[src/cbbox_pkg.sv]
// Package for the color blob bounding box unit.
// Holds transaction types, register and code constants and the color rules.
// No dependencies.
package cbbox_pkg;

   localparam int DIM_W   = 13;
   localparam int DIM_MAX = 2 ** DIM_W - 1;
   localparam int COUNT_W = 25;
   localparam logic [COUNT_W-1:0] COUNT_MAX = '1;
   localparam int PROD_W  = 2 * DIM_W;
   localparam int CMP_W   = 32;
   localparam int NUM_COLORS = 3;

   localparam int CSR_ADDR_W = 4;
   localparam int CSR_DATA_W = 32;

   localparam logic [1:0] REG_IMAGE_WIDTH  = 2'd0;
   localparam logic [1:0] REG_IMAGE_HEIGHT = 2'd1;
   localparam logic [1:0] REG_MIN_AREA     = 2'd2;

   localparam logic [DIM_W-1:0]   RESET_IMAGE_WIDTH  = 13'd640;
   localparam logic [DIM_W-1:0]   RESET_IMAGE_HEIGHT = 13'd480;
   localparam logic [COUNT_W-1:0] RESET_MIN_AREA     = 25'd40;

   localparam logic [1:0] COLOR_RED    = 2'd0;
   localparam logic [1:0] COLOR_YELLOW = 2'd1;
   localparam logic [1:0] COLOR_BLUE   = 2'd2;

   localparam logic [1:0] SHAPE_UNKNOWN = 2'd0;
   localparam logic [1:0] SHAPE_BALL    = 2'd1;
   localparam logic [1:0] SHAPE_CUBE    = 2'd2;

   typedef struct packed {
      logic [7:0] red;
      logic [7:0] green;
      logic [7:0] blue;
   } req_type;

   typedef struct packed {
      logic [1:0]         color_id;
      logic [12:0]        left;
      logic [11:0]        right;
      logic [12:0]        top;
      logic [11:0]        bottom;
      logic [COUNT_W-1:0] area;
      logic               found;
      logic [1:0]         shape;
      logic               last;
   } rsp_type;

   typedef struct packed {
      logic [DIM_W-1:0]   left;
      logic [DIM_W-1:0]   right;
      logic [DIM_W-1:0]   top;
      logic [DIM_W-1:0]   bottom;
      logic [COUNT_W-1:0] count;
   } stats_type;

   function automatic logic color_match(logic [1:0] color, req_type px);
      logic [9:0] r;
      logic [9:0] g;
      logic [9:0] b;
      logic [9:0] d;
      logic       res;
      r = {2'b00, px.red};
      g = {2'b00, px.green};
      b = {2'b00, px.blue};
      d = (r > g) ? (r - g) : (g - r);
      case (color)
         COLOR_RED: begin
            res = (r > g + 10'd50) && (r > b + 10'd50) && (r > 10'd120)
                  && (g < 10'd80) && (b < 10'd80);
         end
         COLOR_YELLOW: begin
            res = (d < 10'd30) && (r > b + 10'd40) && (g > b + 10'd40)
                  && (r > 10'd120) && (g > 10'd120);
         end
         COLOR_BLUE: begin
            res = (b > r + 10'd40) && (b > g + 10'd40) && (b > 10'd120)
                  && (r < 10'd100) && (g < 10'd100);
         end
         default: begin
            res = 1'b0;
         end
      endcase
      return res;
   endfunction

endpackage

[src/cbbox_tracker.sv]
// Bounding box and pixel count of one color over the current frame.
// Depends on cbbox_pkg.
module cbbox_tracker (
   input  logic                      clock,
   input  logic                      reset,
   input  logic                      accept,
   input  logic                      hit,
   input  logic                      frame_end,
   input  logic [cbbox_pkg::DIM_W-1:0] column,
   input  logic [cbbox_pkg::DIM_W-1:0] row,
   output cbbox_pkg::stats_type      updated
);
   import cbbox_pkg::*;

   stats_type stats_ff;
   stats_type stats_in;

   always_comb begin
      updated = stats_ff;
      if (accept && hit) begin
         if (stats_ff.count == '0) begin
            updated.left   = column;
            updated.right  = column;
            updated.top    = row;
            updated.bottom = row;
         end else begin
            if (column < stats_ff.left)  updated.left   = column;
            if (column > stats_ff.right) updated.right  = column;
            if (row < stats_ff.top)      updated.top    = row;
            if (row > stats_ff.bottom)   updated.bottom = row;
         end
         if (stats_ff.count != COUNT_MAX) updated.count = stats_ff.count + 1'b1;
      end
      stats_in = updated;
      if (accept && frame_end) stats_in.count = '0;
   end

   always_ff @(posedge clock) begin
      stats_ff.left   <= stats_in.left;
      stats_ff.right  <= stats_in.right;
      stats_ff.top    <= stats_in.top;
      stats_ff.bottom <= stats_in.bottom;
      if (reset) begin
         stats_ff.count <= '0;
      end else begin
         stats_ff.count <= stats_in.count;
      end
   end

endmodule

[src/color_blob_bounding_box_unit.sv]
// Top level of the color blob bounding box unit.
// Depends on cbbox_pkg and cbbox_tracker.
//
// Pixels arrive in raster order on the req_ channel, one per transaction.
// Each pixel is tested against the red, yellow and blue rules and the
// matching colors' boxes and counts are updated in the cycle it is taken.
// A pixel is taken every cycle; the only exception is a frame's last pixel
// while the previous frame's three results are still pending.
// The last pixel of a frame freezes the statistics into a result buffer and
// clears them. Box areas are then multiplied into a product register, and
// each result is registered from both. The three results (red, yellow,
// blue; last set on blue) then leave one per cycle on rsp_ while rsp_ready
// is high. A stalled rsp_ready holds the current result; pixels of the
// next frame keep flowing. Registers are written over the csr_ APB port:
// width at 0x0, height at 0x4, min area at 0x8. Reset restores 640x480,
// min area 40, empties the statistics and drops any pending results.
module color_blob_bounding_box_unit #(
   parameter int MAX_WIDTH  = 4096,
   parameter int MAX_HEIGHT = 4096
) (
   input  logic                            clock,
   input  logic                            reset,
   input  logic                            req_valid,
   output logic                            req_ready,
   input  cbbox_pkg::req_type              req_data,
   output logic                            rsp_valid,
   input  logic                            rsp_ready,
   output cbbox_pkg::rsp_type              rsp_data,
   input  logic                            csr_psel,
   input  logic                            csr_penable,
   input  logic                            csr_pwrite,
   input  logic [cbbox_pkg::CSR_ADDR_W-1:0] csr_paddr,
   input  logic [cbbox_pkg::CSR_DATA_W-1:0] csr_pwdata,
   output logic [cbbox_pkg::CSR_DATA_W-1:0] csr_prdata,
   output logic                            csr_pready
);
   import cbbox_pkg::*;

   localparam logic [DIM_W-1:0] W_CAP =
      (MAX_WIDTH > DIM_MAX) ? DIM_W'(DIM_MAX) : DIM_W'(MAX_WIDTH);
   localparam logic [DIM_W-1:0] H_CAP =
      (MAX_HEIGHT > DIM_MAX) ? DIM_W'(DIM_MAX) : DIM_W'(MAX_HEIGHT);

   logic [DIM_W-1:0]   width_ff, width_in;
   logic [DIM_W-1:0]   height_ff, height_in;
   logic [COUNT_W-1:0] min_area_ff, min_area_in;
   logic               csr_write;
   logic [1:0]         csr_index;

   logic [DIM_W-1:0] w_eff, h_eff;
   logic [DIM_W-1:0] column_ff, column_in;
   logic [DIM_W-1:0] row_ff, row_in;
   logic             row_end, frame_end, req_accept, frame_accept;

   stats_type        updated [NUM_COLORS];
   stats_type        snap_ff [NUM_COLORS];
   logic [PROD_W-1:0] prod_ff [NUM_COLORS];
   logic             snap_full_ff, snap_full_in;
   logic             prod_ok_ff, prod_ok_in;
   logic [1:0]       idx_ff, idx_in;
   logic             load, last_load;

   stats_type         sel_stats;
   logic [PROD_W-1:0] sel_prod;
   logic [CMP_W-1:0]  area_x20, box_x17;
   rsp_type           rsp_ff, rsp_in;
   logic              rsp_valid_ff, rsp_valid_in;

   // configuration
   assign csr_pready = 1'b1;
   assign csr_index  = csr_paddr[3:2];
   assign csr_write  = csr_psel && csr_penable && csr_pwrite;

   always_comb begin
      width_in    = width_ff;
      height_in   = height_ff;
      min_area_in = min_area_ff;
      if (csr_write) begin
         case (csr_index)
            REG_IMAGE_WIDTH:  width_in    = csr_pwdata[DIM_W-1:0];
            REG_IMAGE_HEIGHT: height_in   = csr_pwdata[DIM_W-1:0];
            REG_MIN_AREA:     min_area_in = csr_pwdata[COUNT_W-1:0];
            default: ;
         endcase
      end
      case (csr_index)
         REG_IMAGE_WIDTH:  csr_prdata = CSR_DATA_W'(width_ff);
         REG_IMAGE_HEIGHT: csr_prdata = CSR_DATA_W'(height_ff);
         REG_MIN_AREA:     csr_prdata = CSR_DATA_W'(min_area_ff);
         default:          csr_prdata = '0;
      endcase
   end

   always_ff @(posedge clock) begin
      if (reset) begin
         width_ff    <= RESET_IMAGE_WIDTH;
         height_ff   <= RESET_IMAGE_HEIGHT;
         min_area_ff <= RESET_MIN_AREA;
      end else begin
         width_ff    <= width_in;
         height_ff   <= height_in;
         min_area_ff <= min_area_in;
      end
   end

   // position
   always_comb begin
      w_eff = (width_ff == '0) ? DIM_W'(1) : ((width_ff > W_CAP) ? W_CAP : width_ff);
      h_eff = (height_ff == '0) ? DIM_W'(1) : ((height_ff > H_CAP) ? H_CAP : height_ff);
      row_end   = ({1'b0, column_ff} + 1'b1) >= {1'b0, w_eff};
      frame_end = row_end && (({1'b0, row_ff} + 1'b1) >= {1'b0, h_eff});
      req_ready    = !(snap_full_ff && frame_end);
      req_accept   = req_valid && req_ready;
      frame_accept = req_accept && frame_end;
      column_in = column_ff;
      row_in    = row_ff;
      if (req_accept) begin
         if (frame_end) begin
            column_in = '0;
            row_in    = '0;
         end else if (row_end) begin
            column_in = '0;
            row_in    = row_ff + 1'b1;
         end else begin
            column_in = column_ff + 1'b1;
         end
      end
   end

   always_ff @(posedge clock) begin
      if (reset) begin
         column_ff <= '0;
         row_ff    <= '0;
      end else begin
         column_ff <= column_in;
         row_ff    <= row_in;
      end
   end

   for (genvar c = 0; c < NUM_COLORS; c++) begin : g_color
      cbbox_tracker u_tracker (
         .clock     (clock),
         .reset     (reset),
         .accept    (req_accept),
         .hit       (color_match(2'(c), req_data)),
         .frame_end (frame_end),
         .column    (column_ff),
         .row       (row_ff),
         .updated   (updated[c])
      );

      always_ff @(posedge clock) begin
         if (frame_accept) snap_ff[c] <= updated[c];
         prod_ff[c] <= (snap_ff[c].right - snap_ff[c].left + 1'b1)
                     * (snap_ff[c].bottom - snap_ff[c].top + 1'b1);
      end
   end

   // result sequencing
   assign load      = prod_ok_ff && (!rsp_valid_ff || rsp_ready);
   assign last_load = load && (idx_ff == COLOR_BLUE);

   always_comb begin
      snap_full_in = frame_accept ? 1'b1 : (last_load ? 1'b0 : snap_full_ff);
      prod_ok_in   = snap_full_ff && !last_load;
      idx_in       = last_load ? COLOR_RED : (load ? idx_ff + 1'b1 : idx_ff);
      rsp_valid_in = load ? 1'b1 : (rsp_ready ? 1'b0 : rsp_valid_ff);
   end

   always_ff @(posedge clock) begin
      if (reset) begin
         snap_full_ff <= 1'b0;
         prod_ok_ff   <= 1'b0;
         idx_ff       <= COLOR_RED;
         rsp_valid_ff <= 1'b0;
      end else begin
         snap_full_ff <= snap_full_in;
         prod_ok_ff   <= prod_ok_in;
         idx_ff       <= idx_in;
         rsp_valid_ff <= rsp_valid_in;
      end
   end

   always_comb begin
      case (idx_ff)
         COLOR_RED: begin
            sel_stats = snap_ff[0];
            sel_prod  = prod_ff[0];
         end
         COLOR_YELLOW: begin
            sel_stats = snap_ff[1];
            sel_prod  = prod_ff[1];
         end
         default: begin
            sel_stats = snap_ff[2];
            sel_prod  = prod_ff[2];
         end
      endcase
      area_x20 = CMP_W'({sel_stats.count, 4'b0000}) + CMP_W'({sel_stats.count, 2'b00});
      box_x17  = CMP_W'({sel_prod, 4'b0000}) + CMP_W'(sel_prod);
      rsp_in.color_id = idx_ff;
      rsp_in.area     = sel_stats.count;
      rsp_in.found    = sel_stats.count > min_area_ff;
      rsp_in.last     = (idx_ff == COLOR_BLUE);
      if (sel_stats.count == '0) begin
         rsp_in.left   = w_eff;
         rsp_in.right  = '0;
         rsp_in.top    = h_eff;
         rsp_in.bottom = '0;
         rsp_in.shape  = SHAPE_UNKNOWN;
      end else begin
         rsp_in.left   = sel_stats.left;
         rsp_in.right  = sel_stats.right[11:0];
         rsp_in.top    = sel_stats.top;
         rsp_in.bottom = sel_stats.bottom[11:0];
         rsp_in.shape  = (area_x20 > box_x17) ? SHAPE_CUBE : SHAPE_BALL;
      end
   end

   always_ff @(posedge clock) begin
      if (load) rsp_ff <= rsp_in;
   end

   assign rsp_valid = rsp_valid_ff;
   assign rsp_data  = rsp_ff;

endmodule

[config.mk]
export PLATFORM = sky130hd
export DESIGN_NAME = color_blob_bounding_box_unit
export DESIGN_NICKNAME = d
export VERILOG_FILES = /design/src/cbbox_pkg.sv /design/src/cbbox_tracker.sv /design/src/color_blob_bounding_box_unit.sv
export SDC_FILE = /design/constraint.sdc
export NUM_CORES = 2
export LEC_CHECK = 0
export ABC_AREA = 1
export BUFFER_PORTS_ARGS = -buffer_cell sky130_fd_sc_hd__buf_2
export CORE_UTILIZATION = 45
export CTS_CLUSTER_SIZE = 20
export DETAILED_ROUTE_END_ITERATION = 10
export PLACE_DENSITY_LB_ADDON = 0.2
export SLEW_MARGIN = 25
export SYNTH_ARGS = -nofsm -noshare
export SYNTH_HDL_FRONTEND = slang
export SYNTH_SLANG_ARGS = --single-unit
[constraint.sdc]
create_clock -name clock -period 21 [get_ports clock]
set_clock_uncertainty 0.2 [all_clocks]
set_input_delay 1.05 -clock clock [delete_from_list [all_inputs] [get_ports clock]]
set_output_delay 1.05 -clock clock [all_outputs]
set_load 0.1 [all_outputs]
==> metrics.csv <==
stage;metric;value;unit
die;die-area;151000;sq um
synthesis;async_flop_share;0;%
die;start_util;45.4;%
synthesis;ys_types;55;
timing;layout_worst_path_cycle_share;47.9;%
timing;fmax;0.0994;GHz
setup_path;cpLargestDelayFamily;adder cells;
timing;period_minus_slack;10.06;ns
timing;drv_slew;0;
synthesis;yosysTopAreaCellShare;17.5;%
clock_network;ctsResizeCount;0;
synthesis;yosysTopAreaCell;fa_1;
clock_network;clock-sinks;703;
synthesis;ys.warnings.count;0;
global_routing;grt_use_total;28.4;%
setup_path;cp.required;21.38;ns
layout;regArea;17200;sq um
route;drt_first_iter_violations;4980;
timing;setup_tns;0;ns
route;postRouteAntennaNets;0;
layout;fill_cells;14400;
global_routing;grt_start_max_net_pins;94;
place;hpwl;172000;um
layout;areaGrowthSynthToFinish;8.60;%
synthesis;ys_ff_latch;703;
clock_network;htreeDepth;3;
run_status;status;complete, no violations;
synthesis;seq_area_frac_synth;25.6;%
place;portBuffers;165;
timing;maxSlewHeadroom;18.8;%
setup_path;slowest_delay;0.83;ns
setup_path;cp.arrival;10.44;ns
clock_network;clkTransAtPathRegs;0.07;ns
layout;final_layout_size_suffix_gt1_share;4.62;%
synthesis;synth_edf_count;312;
synthesis;syn_avg_cell_area;7.79;sq um
timing;max_slew.worst_pin.slew;1.21;ns
layout;finalInstanceArea;73000;sq um
global_routing;overflow;0;
setup_path;critPathLaunchType;flip-flop;
setup_path;crit_path_top_delay_cell;xnor2_1;
route;dr.pass1.iters;6;
die;dieWidth;388;um
synthesis;synth_cells;8630;
die;io_pins;183;
place;dpl_cell_area;70000;sq um
min_path;hold_class;reg2reg;
global_routing;grt_first_pass_wirelength;330000;um
route;num_vias;57800;
route;wl;215000;um
clock_network;root_buffer;clkbuf_16;
die;fp.dieH;388;um
route;route.detailed.drc;0;
die;placeableCoreArea;148000;sq um
clock_network;postCtsSetupRepairBufs;0;
timing;finalSetupViolCount;0;
route;vias_per_cell;5.38;
clock_network;cts_tree;done;
place;gp_congestion;1.02;
setup_path;path_class;reg2reg;
clock_network;numCtsBuffers;82;
timing;rsz0062_at_grt;no;
clock_network;hold_buffers;0;
synthesis;synth_area_leaders;fa_1 18%, edfxtp_1 14%, ha_1 12%;
global_routing;antenna_found_initial;14;
clock_network;clk_latency;0.69;ns
global_routing;grt_pass1_vias;56000;
timing;final-hold-violation-count;0;
route;wl_per_cell;20.0;um
clock_network;clockBufferDepth;3;
synthesis;synth_flop_cell;dfxtp_1;
layout;multiInputGateArea;43100;sq um
synthesis;netlist_area;67200;sq um
layout;nNetsFinal;10000;
die;rows;141;
setup_path;critPathBufInv;7;
setup_path;cp_max_fo;10;
setup_path;end_kind;flip-flop;
run;cap_violations;0;
==> logic make-up after synthesis <==
logic type	share of synthesized area, %
compound gates	10.7
xor+xnor	3.35
fa+ha+maj	29.8
buf+inv	10.5
flops	25.6
mux	0.0149
other cells	0.0112
simple gates	20.1
==> layout by cell type (no fill, tap or decap), drive strengths merged, types with 9 or more instances in the layout <==
cell type  synthesis  layout
nand2           1998    1998
inv             1580    1583
nor2             663     663
ha               657     657
o21ai            640     640
fa               589     589
a21oi            437     437
dfxtp            391     391
edfxtp           312     312
nand3            292     292
buf               69     214
xor2             174     174
nand4            151     151
clkbuf           139     103
xnor2             83      83
nor3              80      80
clkinv            37      64
nor4              58      58
a211oi            41      41
a31oi             38      38
o22ai             30      30
diode              0      25
o221ai            25      25
o211ai            19      19
a22o              17      17
or2               16      16
nand3b            15      15
bufinv             0      15
o21bai            13      13
a21boi            12      12
a21o              12      12
o21a               9       9
==> flip-flops by register name (all words and copies together) (netlist names), 25 cells and up <==
name and count:
snap_ff 231, rsp_data 81, g_color.u_tracker.stats_ff 231, prod_ff 78
min_area_ff 25
==> stage by stage <==
| step | hold WS (ns) | utilization, % | std cells | setup slack (ns) |
|---|---|---|---|---|
| floorplan | 0.242 | - | 8636 | 12.31 |
| global placement | 0.263 | 47.2 | 10600 | 10.88 |
| detailed placement | 0.266 | 47.3 | 10600 | 10.88 |
| CTS | 0.279 | 49.2 | 10700 | 10.89 |
| global route | 0.317 | 49.3 | 10700 | 10.28 |
| finish | 0.277 | 49.3 | 10700 | 10.94 |
==> metal layers <==
metal	vias up	GRT usage, %	wire length (um)
met3	336	3.36	13800
met4	0	10.2	8130
li1	27900	-	-
met2	1836	44.7	95300
met1	27700	40.1	97900
met5	-	0	0
==> worst min-delay path, cell delays in order, from the launching register on <==
cell	delay, ns
dfxtp_1	0.31
inv_1	0.07
nor2_1	0.05
==> worst paths after layout <==
path | start | end | slack (ns) | depth (start not counted)
worst min register to register | snap_full_ff$_SDFFE_PP0P_ | prod_ok_ff$_SDFF_PP0_ | 0.28 | 2
worst min-delay path | snap_full_ff$_SDFFE_PP0P_ | prod_ok_ff$_SDFF_PP0_ | 0.28 | 2
worst max-delay path | snap_ff[0][205]$_DFFE_PP_ | prod_ff[0][77]$_DFF_P_ | 10.94 | 35
worst max register to register | snap_ff[0][205]$_DFFE_PP_ | prod_ff[0][77]$_DFF_P_ | 10.94 | 35
==> cells in the mapped netlist, types with 4 or more instances <==
library cell  count
a21oi_2           4
edfxtp_1        312
a21o_1           12
dfxtp_1         391
a21oi_1         431
nor4_1           58
clkbuf_1        135
a21boi_0         12
buf_2            32
a31oi_1          38
o21bai_1         13
nand3_1         290
a211oi_1         41
buf_6             8
clkinv_1         37
xnor2_1          83
o21a_1            9
inv_1          1567
o21ai_1          36
nand2_1        1988
a22o_1           17
or2_2            16
inv_2            13
fa_1            589
o22ai_1          30
clkbuf_2          4
nand2_2          10
ha_1            657
nor2_1          663
nor3_1           77
buf_4            22
o211ai_1         19
nand3b_1         15
o21ai_0         604
o221ai_1         25
xor2_1          174
buf_1             7
and2_1            4
a221oi_1          6
nand4_1         151
o2111ai_1         4
==> layout make-up <==
| class | instances | share of cell area [%] |
|---|---|---|
| inverter | 1617 | 8.33 |
| antenna | 25 | 0.0857 |
| tap | 1930 | 3.31 |
| multi-input combinational | 6108 | 59.0 |
| sequential | 703 | 23.6 |
| clock buffer | 103 | 3.00 |
| timing repair buffer | 214 | 1.68 |
| clock inverter | 49 | 0.999 |
Power is not shown: default switching activity piles up to over one toggle a cycle in this logic, so the estimate is an artifact.
